===== config.mk =====
export PLATFORM = sky130hd
export DESIGN_NAME = osr_step
export DESIGN_NICKNAME = d
export VERILOG_FILES = /design/src/design/osr_pkg.sv /design/src/design/osr_step.sv
export SDC_FILE = /design/constraint.sdc
export NUM_CORES = 1
export LEC_CHECK = 0
export ABC_AREA = 0
export BUFFER_PORTS_ARGS = -buffer_cell sky130_fd_sc_hd__buf_4
export CELL_PAD_IN_SITES_DETAIL_PLACEMENT = 1
export CELL_PAD_IN_SITES_GLOBAL_PLACEMENT = 1
export CORE_MARGIN = 4
export CORE_UTILIZATION = 38
export DETAILED_ROUTE_END_ITERATION = 10
export PLACE_DENSITY_LB_ADDON = 0.1
export SLEW_MARGIN = 10
export SYNTH_ARGS = -nofsm -noshare
export SYNTH_HDL_FRONTEND = slang
export SYNTH_SLANG_ARGS = --single-unit

===== constraint.sdc =====
create_clock -name clk -period 4.7 [get_ports clk]
set_input_delay 0.705 -clock clk [delete_from_list [all_inputs] [get_ports clk]]
set_output_delay 0.705 -clock clk [all_outputs]
set_load 0.03 [all_outputs]

===== src/design/osr_pkg.sv =====
`timescale 1ns / 1ps
// ----------------------------------------------------------------------------
// osr_pkg
// Shared types, widths and codes for the over-power shutdown/retry block.
// ----------------------------------------------------------------------------
package osr_pkg;

    localparam int POWER_W  = 16;
    localparam int DETECT_W = 8;
    localparam int HOLD_W   = 16;
    localparam int STEP_W   = 2;
    localparam int EVENT_W  = 3;
    localparam int CFG_IDX_W  = 3;
    localparam int CFG_DATA_W = 16;

    localparam int MAX_TRIPS = 3;

    // configuration register indexes
    localparam logic [CFG_IDX_W-1:0] REG_POWER_LIMIT  = 3'd0;
    localparam logic [CFG_IDX_W-1:0] REG_PATH_ON      = 3'd1;
    localparam logic [CFG_IDX_W-1:0] REG_PROTECT_ON   = 3'd2;
    localparam logic [CFG_IDX_W-1:0] REG_DETECT_FIRST = 3'd3;
    localparam logic [CFG_IDX_W-1:0] REG_DETECT_LATER = 3'd4;
    localparam logic [CFG_IDX_W-1:0] REG_HOLD_FIRST   = 3'd5;
    localparam logic [CFG_IDX_W-1:0] REG_HOLD_SECOND  = 3'd6;
    localparam logic [CFG_IDX_W-1:0] REG_HOLD_THIRD   = 3'd7;

    // request kinds
    localparam logic KIND_TICK  = 1'b0;
    localparam logic KIND_CLEAR = 1'b1;

    // event codes; trip events 1..MAX_TRIPS are step + 1
    localparam logic [EVENT_W-1:0] EV_NONE    = 3'd0;
    localparam logic [EVENT_W-1:0] EV_TRIP1   = 3'd1;
    localparam logic [EVENT_W-1:0] EV_TRIP3   = 3'd3;
    localparam logic [EVENT_W-1:0] EV_FOREVER = 3'd4;
    localparam logic [EVENT_W-1:0] EV_RECOVER = 3'd5;

    typedef struct packed {
        logic signed [POWER_W-1:0] power_limit;
        logic                      path_on;
        logic                      protect_on;
        logic [DETECT_W-1:0]       detect_first;
        logic [DETECT_W-1:0]       detect_later;
        logic [HOLD_W-1:0]         hold_first;
        logic [HOLD_W-1:0]         hold_second;
        logic [HOLD_W-1:0]         hold_third;
    } cfg_t;

    typedef struct packed {
        logic                      kind;
        logic signed [POWER_W-1:0] output_power;
    } item_t;

    typedef struct packed {
        logic               amp_on;
        logic               alarm;
        logic [EVENT_W-1:0] event_res;
        logic [STEP_W-1:0]  trip_count;
    } result_t;

    typedef struct packed {
        logic                shut_flag;
        logic                forever_flag;
        logic [STEP_W-1:0]   step_count;
        logic [HOLD_W-1:0]   hold_count;
        logic [DETECT_W-1:0] detect_count;
        logic                alarm_bit;
        logic                amp_state;
    } path_state_t;

endpackage


===== src/design/osr_step.sv =====
`timescale 1ns / 1ps
// ----------------------------------------------------------------------------
// osr_step
// Path state and the combinational update that one request applies to it.
// ----------------------------------------------------------------------------
module osr_step
    import osr_pkg::*;
(
    input  logic    clk,
    input  logic    rst_n,
    input  cfg_t    cfg,
    input  logic    advance,
    input  item_t   item,
    output result_t res
);

    path_state_t st_reg;
    path_state_t st_next;
    logic [EVENT_W-1:0]  ev;
    logic [HOLD_W-1:0]   hold_inc;
    logic [HOLD_W-1:0]   hold_lim;
    logic [DETECT_W-1:0] det_inc;
    logic [DETECT_W-1:0] det_need;

    assign hold_inc = st_reg.hold_count + HOLD_W'(1);
    assign det_inc  = st_reg.detect_count + DETECT_W'(1);
    assign det_need = (st_reg.step_count == '0) ? cfg.detect_first : cfg.detect_later;

    always_comb
    begin
        case (st_reg.step_count)
            STEP_W'(1): hold_lim = cfg.hold_first;
            STEP_W'(2): hold_lim = cfg.hold_second;
            default:    hold_lim = cfg.hold_third;
        endcase
    end

    always_comb
    begin
        st_next = st_reg;
        ev      = EV_NONE;
        if (item.kind == KIND_CLEAR)
        begin
            // amp stays as it is until a later recovery
            st_next.shut_flag    = 1'b0;
            st_next.forever_flag = 1'b0;
            st_next.step_count   = '0;
            st_next.hold_count   = '0;
            st_next.detect_count = '0;
            st_next.alarm_bit    = 1'b0;
        end
        else if (cfg.path_on && cfg.protect_on && !st_reg.forever_flag)
        begin
            if (st_reg.shut_flag)
            begin
                if (st_reg.step_count >= STEP_W'(1) &&
                    st_reg.step_count <= STEP_W'(MAX_TRIPS))
                begin
                    if (hold_inc >= hold_lim)
                    begin
                        st_next.hold_count = '0;
                        st_next.shut_flag  = 1'b0;
                        st_next.alarm_bit  = 1'b0;
                        st_next.amp_state  = 1'b1;
                        ev                 = EV_RECOVER;
                    end
                    else
                    begin
                        st_next.hold_count = hold_inc;
                    end
                end
            end
            else if (item.output_power > cfg.power_limit)
            begin
                if (det_inc >= det_need)
                begin
                    st_next.detect_count = '0;
                    st_next.amp_state    = 1'b0;
                    st_next.alarm_bit    = 1'b1;
                    if (st_reg.step_count >= STEP_W'(MAX_TRIPS))
                    begin
                        st_next.forever_flag = 1'b1;
                        st_next.step_count   = '0;
                        ev                   = EV_FOREVER;
                    end
                    else
                    begin
                        ev                 = EVENT_W'(st_reg.step_count) + EVENT_W'(1);
                        st_next.shut_flag  = 1'b1;
                        st_next.hold_count = '0;
                        st_next.step_count = st_reg.step_count + STEP_W'(1);
                    end
                end
                else
                begin
                    st_next.detect_count = det_inc;
                end
            end
            else
            begin
                st_next.shut_flag    = 1'b0;
                st_next.forever_flag = 1'b0;
                st_next.step_count   = '0;
                st_next.hold_count   = '0;
                st_next.detect_count = '0;
                st_next.alarm_bit    = 1'b0;
            end
        end
    end

    always_ff @(posedge clk or negedge rst_n)
    begin
        if (!rst_n)
        begin
            st_reg.shut_flag    <= 1'b0;
            st_reg.forever_flag <= 1'b0;
            st_reg.step_count   <= '0;
            st_reg.hold_count   <= '0;
            st_reg.detect_count <= '0;
            st_reg.alarm_bit    <= 1'b0;
            st_reg.amp_state    <= 1'b1;
        end
        else if (advance)
        begin
            st_reg <= st_next;
        end
    end

    assign res.amp_on     = st_next.amp_state;
    assign res.alarm      = st_next.alarm_bit;
    assign res.event_res  = ev;
    assign res.trip_count = st_next.step_count;

endmodule


==> results.md <==
* Status: completed
* H-tree depth at 2
* Clk sinks at 30
* Pin count of the biggest net entering global routing at 34
* EDFF count, synth at 0
* Largest family of logic cells by synthesized area: compound AO/OA/AOI/OAI gates
* Fin. Hold Viols at 0
* Logic gate share of total power at 0.253
* CP Data Required Time at 3.99 ns
* Post-Synth Adder-Cell Area at 0.1724
* Max cap viols at 0
* Clock Path Buffers at 2
* Critical Setup Path Class: reg2out
* First-pass iteration count of the detailed router at 4
* First-pass GRT wire length at 16590 µm
* Register area share after synthesis at 0.2253
* Synth Area in XOR/XNOR at 0.05510
* Switch share at 0.2845
* WHS at 0.3451 ns
* Sequential power share at 0.365
* Complex-gate fraction of the synthesized area at 0.2279
* Vias post-DR at 3370
* Latest clock arrival within the worst-skew pair at 0.29 ns
* Worst slew margin at 0.5866
* Number of nets with antenna violations after routing at 0
* Synth top area share at 0.2174
* Root buf cell: clkbuf_8
* Clock Skew at 0.009581 ns
* Max reg flops at 30
* Critical Path Sink Type: output port
* Grt ovf at 0
* Total Routing Usage GR at 0.1969
* YS warnings at 0
* Multiplexer area fraction after synthesis at 0.05510
* Min Clock Period, post-route at 4.338 ns
* Layout cells sized above 1 at 0.2809
* Vias per inst at 5.489
* RSZ-0062 raised after global routing: false
* Row Count at 33
* Nets at 656
* Area grow syn2layout at 30.55%
* DRC Markers at 0
* Synthesized Nets at 556
* Die height at 101.7 µm
* Avg Inst Size Synth at 8.182 µm²
* Setup_tns at 0 ns
* Period utilisation layout at 0.9229
* Max Fclk at 230.5 MHz
* Total wire length at 10200 µm
* Main synth FF type: dfrtp_1
* Post-Route Utilization at 0.5199
* Least-Margin Pin Slew at 0.6163 ns
* Number of synthesized register bits at 30
* CTS tree: done
* Diodes inserted at 0
* LEAKAGE at 2.075 nW
* Netlist Area Pre-Place at 3338 µm²
* IO Pins at 109
* Critical path arrival at 3.63 ns
* Routed len/inst at 16.61 µm
* # fillers at 1051
* Vias in the first global route at 3542
* Die footprint at 10350 µm²
* Setup violators final at 0
* DP HPWL at 8343 µm
* Port bufs at 108
* Reg clk slew, reported paths at 0.08 ns
* Clk pwr share at 0.382
* Synth area leaders: dfrtp_1 (22%), ha_1 (17%), nand2_1 (4.7%)
* # hold bufs at CTS at 0
* Slew Limit Fails at 0
* Hold crit path type: in2async
* Placeable core region at 8382 µm²
* R2R Setup Slk at 1.04 ns
* Critical path startpoint category: flip-flop
* Biggest area consumer among synthesized cells: dfrtp_1
* Count of cell types in the netlist at 58
* VDD IR max at 160.8 µV
* Net load switching power at 0.0002036 W
* Num CTS Buffers at 5
* Commonest non-fill, non-tap cell in the layout: buf_4
* P_int at 0.0005120 W
* Initial core utilization at 0.3983
* GPL Wtd Cong at 0.8650
* Initial antenna violation count at 0
* Post-synthesis simple-gate area fraction at 0.1983
* Most frequent cells in the layout: buf_4 (115), ha_1 (44), nand2_1 (42)
* Worst Path Max Fanout at 5
* Die X at 101.7 µm
* Initial DRC Count at 90
* Synth Instances at 408
* PD cells at 164.2 nW/µm²
* Async S/R FF share, synth at 1.000
## layer usage
layer,up-vias,track usage,part of all wire
li1,1707,-,-
met1,1562,0.2649,0.47
met2,95,0.3345,0.45
met3,6,0.03099,0.069
met4,0,0.03988,0.0056
met5,-,0,0
## per-stage QoR
step / std cells / power [W] / worst slack, ns / instance area [µm²]
4_1_cts: 613 / 0.0007238 / 0.1402 / 4332
3_3_place_gp: 605 / 0.0004424 / 0.5153 / 4214
3_5_place_dp: 605 / 0.0004492 / 0.3094 / 4214
6_report: 614 / 0.0007156 / 0.3624 / 4358
2_1_floorplan: 408 / 0.0003550 / 0.6001 / 3338
5_1_grt: 614 / 0.0007544 / 0.04206 / 4358
## layout make-up
type	count	area, µm²	share of cell area
clock buffer	5	68.82	0.01579
clock inverter	3	45.04	0.01034
inverter	29	108.9	0.02498
multi-input combinational	327	2389	0.5481
sequential	30	752.0	0.1726
tap	105	131.4	0.03015
timing repair buffer	115	863.3	0.1981
## worst paths after layout
| path | depth (start not counted) | start | end |
|---|---|---|---|
| setup / recovery | 15 | st_reg[10] | res[6] |
| hold / removal | 1 | rst_n | st_reg[1] |
| setup reg to reg | 13 | st_reg[26] | st_reg[13] |
| hold reg to reg | 1 | st_reg[11] | st_reg[11] |
| max in group asynchronous | 1 | rst_n | st_reg[0] |
| min in group clk | 1 | st_reg[11] | st_reg[11] |
## kinds of logic after synthesis
kind of cell	after synthesis
fa+ha+maj	46
compound gates	111
flops	30
mux	17
simple gates	132
buf+inv	51
xor+xnor	21
## power by group through the flow
| stage | logic [W] | registers (W) | clock network (W) |
|---|---|---|---|
| 3_5_place_dp | 0.000183 | 0.000267 | 0 |
| 4_1_cts | 0.000183 | 0.000261 | 0.000279 |
| 5_1_grt | 0.000204 | 0.000262 | 0.000289 |
| 6_report | 0.000181 | 0.000262 | 0.000273 |
| 3_3_place_gp | 0.000176 | 0.000266 | 0 |
| 2_1_floorplan | 0.0000889 | 0.000266 | 0 |
## timing repair
action                     in CTS  in global routing
resized for setup               1                  5
pin swaps                       0                  2
gates cloned                    0                  0
setup endpoints to repair       1                  4
setup buffers                   0                  1
## synthesized netlist by cell type, drive strengths merged, types with 2 or more instances
library cell and number:
nand3 22, a211oi 2, a22oi 16, and4 2, dfrtp 29, o21ai 28, nand4 9, nor2 20
nand3b 2, buf 7, o221ai 5, xor2 6, xnor2 15, nor3 4, a31o 5, a221o 4
a21o 2, a31oi 7, and3 6, or4 2, mux2i 9, ha 46, clkbuf 15, a32o 4
o21a 2, inv 29, nand2 42, nor4 3, nor3b 4, nor2b 8, a21oi 21, or2 2
mux2 8, or3 2, o31a 2, nand2b 3
## critical path, stage by stage, from the launching register on
cell	delay [ns]
dfrtp_1	0.41
ha_2	0.25
nand3_1	0.12
nor4_1	0.26
buf_4	0.18
and3_1	0.20
nand3_1	0.10
xnor2_1	0.18
ha_1	0.31
nand4_1	0.14
nor4_2	0.26
a21oi_1	0.14
a21oi_2	0.30
a31oi_1	0.13
a31oi_1	0.16
buf_4	0.18
Power figures use the tool's default switching activity.
