<file path="src/design/osr_pkg.sv">
`timescale 1ns / 1ps
// ----------------------------------------------------------------------------
// osr_pkg
// Shared types, widths and codes for the over-power shutdown/retry block.
// ----------------------------------------------------------------------------
package osr_pkg;

    localparam int POWER_W  = 16;
    localparam int DETECT_W = 8;
    localparam int HOLD_W   = 16;
    localparam int STEP_W   = 2;
    localparam int EVENT_W  = 3;
    localparam int CFG_IDX_W  = 3;
    localparam int CFG_DATA_W = 16;

    localparam int MAX_TRIPS = 3;

    // configuration register indexes
    localparam logic [CFG_IDX_W-1:0] REG_POWER_LIMIT  = 3'd0;
    localparam logic [CFG_IDX_W-1:0] REG_PATH_ON      = 3'd1;
    localparam logic [CFG_IDX_W-1:0] REG_PROTECT_ON   = 3'd2;
    localparam logic [CFG_IDX_W-1:0] REG_DETECT_FIRST = 3'd3;
    localparam logic [CFG_IDX_W-1:0] REG_DETECT_LATER = 3'd4;
    localparam logic [CFG_IDX_W-1:0] REG_HOLD_FIRST   = 3'd5;
    localparam logic [CFG_IDX_W-1:0] REG_HOLD_SECOND  = 3'd6;
    localparam logic [CFG_IDX_W-1:0] REG_HOLD_THIRD   = 3'd7;

    // request kinds
    localparam logic KIND_TICK  = 1'b0;
    localparam logic KIND_CLEAR = 1'b1;

    // event codes; trip events 1..MAX_TRIPS are step + 1
    localparam logic [EVENT_W-1:0] EV_NONE    = 3'd0;
    localparam logic [EVENT_W-1:0] EV_TRIP1   = 3'd1;
    localparam logic [EVENT_W-1:0] EV_TRIP3   = 3'd3;
    localparam logic [EVENT_W-1:0] EV_FOREVER = 3'd4;
    localparam logic [EVENT_W-1:0] EV_RECOVER = 3'd5;

    typedef struct packed {
        logic signed [POWER_W-1:0] power_limit;
        logic                      path_on;
        logic                      protect_on;
        logic [DETECT_W-1:0]       detect_first;
        logic [DETECT_W-1:0]       detect_later;
        logic [HOLD_W-1:0]         hold_first;
        logic [HOLD_W-1:0]         hold_second;
        logic [HOLD_W-1:0]         hold_third;
    } cfg_t;

    typedef struct packed {
        logic                      kind;
        logic signed [POWER_W-1:0] output_power;
    } item_t;

    typedef struct packed {
        logic               amp_on;
        logic               alarm;
        logic [EVENT_W-1:0] event_res;
        logic [STEP_W-1:0]  trip_count;
    } result_t;

    typedef struct packed {
        logic                shut_flag;
        logic                forever_flag;
        logic [STEP_W-1:0]   step_count;
        logic [HOLD_W-1:0]   hold_count;
        logic [DETECT_W-1:0] detect_count;
        logic                alarm_bit;
        logic                amp_state;
    } path_state_t;

endpackage

</file>
<file path="src/design/osr_cfg_regs.sv">
`timescale 1ns / 1ps
// ----------------------------------------------------------------------------
// osr_cfg_regs
// Configuration register file, write-only, written by index.
// ----------------------------------------------------------------------------
module osr_cfg_regs
    import osr_pkg::*;
(
    input  logic                  clk,
    input  logic                  rst_n,
    input  logic                  cfg_we,
    input  logic [CFG_IDX_W-1:0]  cfg_index,
    input  logic [CFG_DATA_W-1:0] cfg_wdata,
    output cfg_t                  cfg
);

    cfg_t cfg_reg;
    cfg_t cfg_next;

    always_comb
    begin
        cfg_next = cfg_reg;
        if (cfg_we)
        begin
            case (cfg_index)
                REG_POWER_LIMIT:  cfg_next.power_limit  = cfg_wdata[POWER_W-1:0];
                REG_PATH_ON:      cfg_next.path_on      = cfg_wdata[0];
                REG_PROTECT_ON:   cfg_next.protect_on   = cfg_wdata[0];
                REG_DETECT_FIRST: cfg_next.detect_first = cfg_wdata[DETECT_W-1:0];
                REG_DETECT_LATER: cfg_next.detect_later = cfg_wdata[DETECT_W-1:0];
                REG_HOLD_FIRST:   cfg_next.hold_first   = cfg_wdata[HOLD_W-1:0];
                REG_HOLD_SECOND:  cfg_next.hold_second  = cfg_wdata[HOLD_W-1:0];
                REG_HOLD_THIRD:   cfg_next.hold_third   = cfg_wdata[HOLD_W-1:0];
                default:          cfg_next = cfg_reg;
            endcase
        end
    end

    always_ff @(posedge clk or negedge rst_n)
    begin
        if (!rst_n)
        begin
            cfg_reg.power_limit  <= '0;
            cfg_reg.path_on      <= 1'b0;
            cfg_reg.protect_on   <= 1'b0;
            cfg_reg.detect_first <= DETECT_W'(6);
            cfg_reg.detect_later <= DETECT_W'(3);
            cfg_reg.hold_first   <= HOLD_W'(3);
            cfg_reg.hold_second  <= HOLD_W'(3);
            cfg_reg.hold_third   <= HOLD_W'(3);
        end
        else
        begin
            cfg_reg <= cfg_next;
        end
    end

    assign cfg = cfg_reg;

endmodule

</file>
<file path="config.mk">
export PLATFORM = sky130hd
export DESIGN_NAME = osr_cfg_regs
export DESIGN_NICKNAME = d
export VERILOG_FILES = /design/src/design/osr_pkg.sv /design/src/design/osr_cfg_regs.sv
export SDC_FILE = /design/constraint.sdc
export NUM_CORES = 1
export LEC_CHECK = 0
export BUFFER_PORTS_ARGS = -buffer_cell sky130_fd_sc_hd__buf_2
export CAP_MARGIN = 30
export CELL_PAD_IN_SITES_DETAIL_PLACEMENT = 0
export CELL_PAD_IN_SITES_GLOBAL_PLACEMENT = 2
export CORE_UTILIZATION = 34
export DETAILED_ROUTE_END_ITERATION = 10
export PLACE_DENSITY = 0.83
export SETUP_SLACK_MARGIN = 0.2
export SLEW_MARGIN = 20
export SYNTH_ARGS = -nofsm -noshare
export SYNTH_HDL_FRONTEND = slang
export SYNTH_SLANG_ARGS = --single-unit
export TNS_END_PERCENT = 20
</file>
<file path="constraint.sdc">
create_clock -name clk -period 0.9 [get_ports clk]
set_input_delay 0.135 -clock clk [delete_from_list [all_inputs] [get_ports clk]]
set_output_delay 0.135 -clock clk [all_outputs]
set_load 0.02 [all_outputs]
</file>
==> results.env, run 1 <==
DETAIL-ROUTE-ANTENNA-NETS=0
DIE-HEIGHT_MICRONS=99.0
NUMCTSBUFFERS=9
LARGEST_REGISTER_FF_COUNT=82
MIN_PERIOD_OVER_PERIOD_PCT=126
SYNTH-SEQ-AREA-SHARE_PCT=64.6
PEAKVDDDROP_uV=1020
CRITICAL_PATH_CELL_BY_CELL='buf_6'
NETLIST_AREA_SQ_UM=3200
GLOBALPLACE.CONGESTION=0.707
AVG_WL_PER_CELL_MICRONS=16.8
FINAL_CLOCK_SKEW_NS=0
CORE_REGION_AREA_SQ_UM=9200
OVERFLOW=0
FINALSETUPTNS_NS=-9.93
AREAGROWTHSYNTHTOFINISH_PCT=46.4
CP.BUFFERS_INVERTERS=1
VIOLATIONS='negative setup slack'
PLACE.PORT_BUFFERS=103
ANTENNA_CELLS=0
SHARE_OF_THE_CORE_FILLED_WITH_CELLS_IN_THE_FINAL_LAYOUT_PCT=50.9
WORSTSETUPPATHTYPE='reg -> out'
POST_DRT_VIA_CELL_RATIO=4.79
PATH_DELAY_FAMILY='flip-flops'
BOUNDARYPINS=104
GRT_ANTENNA_BEFORE_REPAIR=0
YOSYS.CELL_TYPES.COUNT=12
PWR_DENSITY_CELL_nW_PER_UM2=2410
DP_HPWL_MM=5.08
DRC=0
DRT_WL_TOTAL_MM=7.24
SYN_NETS=203
DRT_FIRST_PASS_ITERS=4
FINAL_NETS=336
SYNTH_COMMONEST_CELLS='sky130_fd_sc_hd__dfrtp_1, sky130_fd_sc_hd__mux2_2, sky130_fd_sc_hd__dfstp_2, sky130_fd_sc_hd__mux2_4, sky130_fd_sc_hd__buf_2'
CTS_ROOT_BUF='sky130_fd_sc_hd__clkbuf_8'
CRITICAL_PATH_REQUIRED_NS=0.76
GRT_PASS1_WL_MM=11.6
FINALHOLDVIOLATIONS=0
NETSWITCHINGFRACTION_PCT=31.8
WORST-SLEW-PIN-TRANSITION_NS=0.371
NETSWITCHINGPOWER_uW=3600
YOSYS_WARNINGS=0
PERIOD_NEEDED_NS=1.14
RELSLEWSLACK_PCT=74.9
SETUP-VIOLATIONS-FINAL=92
VIAS_IN_THE_FIRST_GLOBAL_ROUTE=2164
SYNTHARSTFLOPSHARE_PCT=100
CLOCK_PATH_BUFFERS=2
SLOWEST_STAGE='sky130_fd_sc_hd__dfstp_2'
POWER.SHARE.CLOCK_PCT=20.4
LEAKAGE_uW=0.00220
DRT_ITER0_MARKERS=32
DIEAREA_SQ_UM=9800
PLACEMENT_ROWS=35
WORSTSETUPSTARTPOINTTYPE='flip-flop'
OUTCOME='finished with violations'
HP-CLASS='in -> reg'
END_KIND='output port'
EFFECTIVE_UTILIZATION_AT_FLOORPLAN_PCT=34.8
SYNTH_EDF_COUNT=0
CTS.SINKS=82
CLK_PIN_SLEW_NS=0.08
CAP_VIOL_MAX_COUNT=0
POSTSYNTHREGISTERBITS=82
SYNTH_FLOP_CELL='sky130_fd_sc_hd__dfrtp_1'
REG_POWER_SHARE_PCT=45.1
DIE_WIDTH_MICRONS=99.0
CLK_LATENCY_NS=0.34
TIMING.FMAX_MHz=880
LAYOUT_SETUP_WS_NS=-0.237
YOSYSTOPAREACELLSHARE_PCT=56.3
LARGEST_NET_DEGREE_AT_THE_START_OF_GLOBAL_ROUTING=44
TRITONCTS='yes'
CRIT_FANOUT=2
WORST-ENDPOINT-ARRIVAL_NS=1.00
CELLINTERNALPOWER_uW=7710
TRACK_USAGE_PCT=15.8
COMB_POWER_SHARE_PCT=34.4
SLEW_VIOL_FINAL=0
SYNTH.TOP_CELLS.BY_AREA='sky130_fd_sc_hd__dfrtp_1, sky130_fd_sc_hd__mux2_2, sky130_fd_sc_hd__dfstp_2'
SYNTH_CELLS=181
MAX_STAGE_DELAY_NS=0.55
DRIVE_GT1_SHARE_PCT=75.9
MOST_AREA_HUNGRY_CELL_TYPE_IN_THE_YOSYS_NETLIST='sky130_fd_sc_hd__dfrtp_1'
DR_TOTAL_VIAS=2058
CTS_HTREE_LEVELS=3
GRT_SETUP_UNREPAIRED='true'
POST_SYNTHESIS_AVERAGE_CELL_AREA_SQ_UM=17.7
[worst paths after layout]
path / end / cells past startpoint / slack [ns] / from
min reg2reg: cfg[24]$_DFFE_PN0P_ / 1 / 0.50 / cfg[24]$_DFFE_PN0P_
min in group asynchronous: cfg[79]$_DFFE_PN0P_ / 3 / 0.35 / rst_n
max in group asynchronous: cfg[57]$_DFFE_PN1P_ / 3 / 0.27 / rst_n
min: cfg[80]$_DFFE_PN0P_ / 2 / 0.08 / cfg_wdata[14]
max reg2reg: cfg[77]$_DFFE_PN0P_ / 2 / -0.02 / cfg[77]$_DFFE_PN0P_
max: cfg[1] / 1 / -0.24 / cfg[1]$_DFFE_PN1P_
[area by class of cell]
cell class	count	area, sq um
fillers	801	4510
flip-flops and latches	82	2060
repair buffers	131	1210
multi-input cells	90	1090
clock buffers	11	141
well taps	111	139
clock inverters	5	30.0
[layout by cell type (no fill, tap or decap), drive strengths merged]
master / n
dfstp: 10
clkinv: 3
mux2: 82
nand4b: 3
nor4b: 1
nand4: 1
dfrtp: 72
buf: 130
clkinvlp: 2
clkbuf: 11
nor4bb: 3
dlygate4sd3: 1
[what timing repair did]
action	in CTS	in global routing
pin swaps	3	2
hold endpoints to repair	72	0
resized for setup	81	40
setup buffers	4	5
setup endpoints to repair	164	164
hold buffers	1	0
[stage by stage]
stage,cell area (sq um),hold slack (ns),instances,setup slack (ns),power (uW)
2_1_floorplan,3200,-0.161,181,-0.446,6910
3_3_place_gp,4040,0.129,404,-0.386,8100
3_5_place_dp,4040,0.134,404,-0.413,8190
4_1_cts,4520,0.0556,425,-0.262,11100
5_1_grt,4680,0.0580,430,-0.296,11900
6_report,4680,0.0756,430,-0.237,11300
[power groups by stage]
stage,sequential [uW],clock (uW),combinational (uW)
after floorplan,6050,0,861
after global placement,5020,0,3090
after detailed placement,5050,0,3140
after CTS,5070,2420,3630
after global routing,5210,2620,4120
final,5100,2310,3890
[per-layer routing]
layer	share of wire, %	global-route usage, %	up-vias	wire (microns)
met5	0	0	-	0
met4	0.79	5.51	0	57
met3	7.2	5.32	5	519
met2	46	24.4	79	3330
met1	46	20.8	1057	3330
li1	-	-	917	-
[cells by family (layout without fill, tap and decap cells)]
group         count (synthesis)  after routing  share of synthesized area (%)
mux                          82             82                           30.0
flops                        82             82                           64.6
buf+inv                       9            147                           2.11
simple gates                  8              8                           3.29
No activity file was read; power rests on OpenSTA's default activity.
==> run 2, diff against run 1 <==
--- a/config.mk
+++ b/config.mk
@@ -9,9 +9,10 @@
 export CAP_MARGIN = 30
 export CELL_PAD_IN_SITES_DETAIL_PLACEMENT = 0
 export CELL_PAD_IN_SITES_GLOBAL_PLACEMENT = 2
-export CORE_UTILIZATION = 34
+export CORE_ASPECT_RATIO = 0.8
+export CORE_UTILIZATION = 31
 export DETAILED_ROUTE_END_ITERATION = 10
-export PLACE_DENSITY = 0.83
+export PLACE_DENSITY = 0.8
 export SETUP_SLACK_MARGIN = 0.2
 export SLEW_MARGIN = 20
 export SYNTH_ARGS = -nofsm -noshare
==> constraint.sdc (replaced) <==
create_clock -name clk -period 1 [get_ports clk]
set_input_delay 0.15 -clock clk [delete_from_list [all_inputs] [get_ports clk]]
set_output_delay 0.15 -clock clk [all_outputs]
set_load 0.02 [all_outputs]
==> run 2 against run 1 <==
The run still ends with negative setup slack left. Combinational power down 9.8%. Clock skew unchanged. Sequential share of layout area down 1.8 points. Sequential cell count unchanged. Global-route usage down 1.3 points. Worst setup slack better by 0.10 ns. Power up 3.1%. Sequential power down 10%. Via count down 1.8%. Critical endpoint unchanged. Largest cell class unchanged.
==> results.env, run 2 (same netlist as run 1, synthesis figures left out) <==
OUTCOME='finished with violations'
VIOLATIONS='negative setup slack'
FINAL_CLOCK_SKEW_NS=0  # unchanged
POST-ROUTE-CELL-AREA_SQ_UM=4880  # +4.1%
GLOBALPLACE.CONGESTION=0.783  # +11%
PLACEMENT_ROWS=32  # -8.6%
NUMCTSBUFFERS=9  # unchanged
POST-PLACE-CELLS=426  # +5.4%
M1WIRELENGTH_MM=3.32  # -0.15%
PLACED_CELL_AREA_SQ_UM=4030  # -0.40%
FIN_HOLD_WS_NS=0.102  # +0.0268 ns
DRIVE_GT1_SHARE_PCT=76.5  # +0.65 points
CP.BUFFERS_INVERTERS=1  # unchanged
FILLER_CELL_COUNT=880  # +9.9%
MOSTFREQUENTLAYOUTCELL='sky130_fd_sc_hd__dfrtp_1'
PERIOD_NEEDED_NS=1.13
DR_WL_MET2_MM=3.54  # +6.2%
LAYOUT_COMMON_CELLS='sky130_fd_sc_hd__dfrtp_1, sky130_fd_sc_hd__mux2_2, sky130_fd_sc_hd__buf_6'
FINALSETUPTNS_NS=-1.66  # +8.28 ns
DETAIL-ROUTE-ANTENNA-NETS=0  # unchanged
WORSTSETUPPATHTYPE='reg -> out'
DRC=0  # unchanged
WHS_ENDPOINT='cfg[79]$_DFFE_PN0P_'
CLK_LATENCY_NS=0.32  # -0.02 ns
ROUTED.TOP_LAYER='met4'
GRT_PASS1_WL_MM=11.5  # -0.65%
SETUP-VIOLATIONS-FINAL=64  # -30%
LARGEST_REGISTER_FF_COUNT=82  # unchanged
MIN_PATH_CELLS=2  # unchanged
DR_TOTAL_VIAS=2020  # -1.8%
END_KIND='output port'
SLOWEST_STAGE='sky130_fd_sc_hd__dfstp_2'
WORST-ENDPOINT-ARRIVAL_NS=0.98  # -0.02 ns
DRT_FIRST_PASS_ITERS=3  # -1
CTS_HTREE_LEVELS=3  # unchanged
AVG_WL_PER_CELL_MICRONS=16.4  # -2.6%
PLACE.PORT_BUFFERS=103  # unchanged
CTS_ROOT_BUF='sky130_fd_sc_hd__clkbuf_16'
DRT_ITER0_MARKERS=79  # +150%
AREAGROWTHSYNTHTOFINISH_PCT=52.5
LAYOUT_SETUP_WS_NS=-0.134  # +0.103 ns
WORST-SLEW-PIN-TRANSITION_NS=0.313  # -0.0579 ns
LARGEST_NET_DEGREE_AT_THE_START_OF_GLOBAL_ROUTING=34  # -23%
BOUNDARYPINS=104  # unchanged
GRT_ANTENNA_BEFORE_REPAIR=0  # unchanged
CRITICAL_PATH_CELL_BY_CELL='buf_6'
CTS.SINKS=82  # unchanged
MAX_STAGE_DELAY_NS=0.54  # about the same
DIE_WIDTH_MICRONS=116  # +17%
REPORT.POWER.TOTAL_uW=11700  # +3.1%
CAP_VIOL_MAX_COUNT=0  # unchanged
VIAS_IN_THE_FIRST_GLOBAL_ROUTE=2068  # -4.4%
CORE_REGION_AREA_SQ_UM=9850  # +7.1%
CRITICAL_PATH_REQUIRED_NS=0.85  # +0.09 ns
TRITONCTS='yes'
FINAL_NETS=332  # -1.2%
ANTENNA_CELLS=0  # unchanged
HP-CLASS='in -> reg'
DRT_WL_TOTAL_MM=7.39  # +2.1%
GRT_SETUP_UNREPAIRED='true'
MIN_PERIOD_OVER_PERIOD_PCT=113
POST_DRT_VIA_CELL_RATIO=4.48  # -6.4%
OVERFLOW=0  # unchanged
WORST_R2R_STARTPOINT='cfg[77]$_DFFE_PN0P_'
TIMING.REG2REG.WORST_PATH_DEPTH=2  # unchanged
PEAKVDDDROP_uV=1050  # +2.6%
SLEW_VIOL_FINAL=0  # unchanged
DP_HPWL_MM=5.14  # +1.3%
FINALHOLDVIOLATIONS=0  # unchanged
TIMING.RR.END='cfg[77]$_DFFE_PN0P_'
WORSTSETUPSTARTPOINTTYPE='flip-flop'
CLK_PIN_SLEW_NS=0.06  # -0.02 ns
WORSTHOLDSTART='cfg_wdata[13]'
DIEAREA_SQ_UM=10700  # +9.5%
TIMING.REG2REG.SETUP_SLACK_NS=0.09  # +0.11 ns
PATH_DELAY_FAMILY='flip-flops'
TRACK_USAGE_PCT=14.5  # -1.3 points
DIE-HEIGHT_MICRONS=92.8  # -6.2%
PWR_DENSITY_CELL_nW_PER_UM2=2390  # -0.98%
CRIT_FANOUT=2  # unchanged
CLOCK_PATH_BUFFERS=2  # unchanged
TIMING.FMAX_MHz=882
MET3ROUTEDLENGTH_MICRONS=411  # -21%
FINAL_CELL_COUNT_NO_FILL=451  # +4.9%
EFFECTIVE_UTILIZATION_AT_FLOORPLAN_PCT=32.5  # -2.3 points
LEAKAGE_uW=0.00229  # +3.8%
RELSLEWSLACK_PCT=79.0  # +4.1 points
## run 2: layout make-up
type / instances / area (sq um) / share of cell area (%)
Sequential cell: 82 / 2060 / 42.3
Timing Repair Buffer: 127 / 1180 / 24.1
Tap cell: 136 / 170 / 3.49
Clock buffer: 10 / 239 / 4.90
Clock inverter: 6 / 90.1 / 1.85
Multi-Input combinational cell: 90 / 1140 / 23.3
## run 2: how the worst max path moves through the flow
stage,startpoint,end,slack [ns],depth (start not counted)
detailed placement,cfg_index[1],cfg[78]$_DFFE_PN0P_,-0.38,4
finish,cfg[1]$_DFFE_PN1P_,cfg[1],-0.13,1
global route,cfg[17]$_DFFE_PN1P_,cfg[17],-0.17,1
CTS,cfg[0]$_DFFE_PN1P_,cfg[0],-0.15,1
global placement,cfg_index[1],cfg[78]$_DFFE_PN0P_,-0.34,4
floorplan,cfg_index[1],cfg[72]$_DFFE_PN0P_,-0.36,4
## run 2: stage by stage
stage	utilization, %	setup WS (ns)
global route	49.5	-0.170
floorplan	-	-0.361
CTS	47.8	-0.153
global placement	40.9	-0.338
finish	49.5	-0.134
detailed placement	40.9	-0.382
## run 2: power breakdown
group	internal [uW]	total [uW]	switching (uW)	leakage, uW
clock	2260	3560	1310	0.000159
combinational	1860	3510	1650	0.00116
sequential	4120	4590	469	0.000969
## run 2: metal layers
metal  vias to the layer above  global-route usage (%)
met5                         -                       0
met4                         0                    4.98
met3                         9                    4.52
met2                        60                    22.5
met1                      1040                    19.0
li1                        911                       -
## run 2: repair_timing
action | CTS | global route
hold buffers | 1 | 0
setup buffers | 5 | 3
endpoints found under the setup margin | 162 | 183
hold endpoints to repair | 12 | 0
pin swaps | 3 | 2
resized for setup | 92 | 39
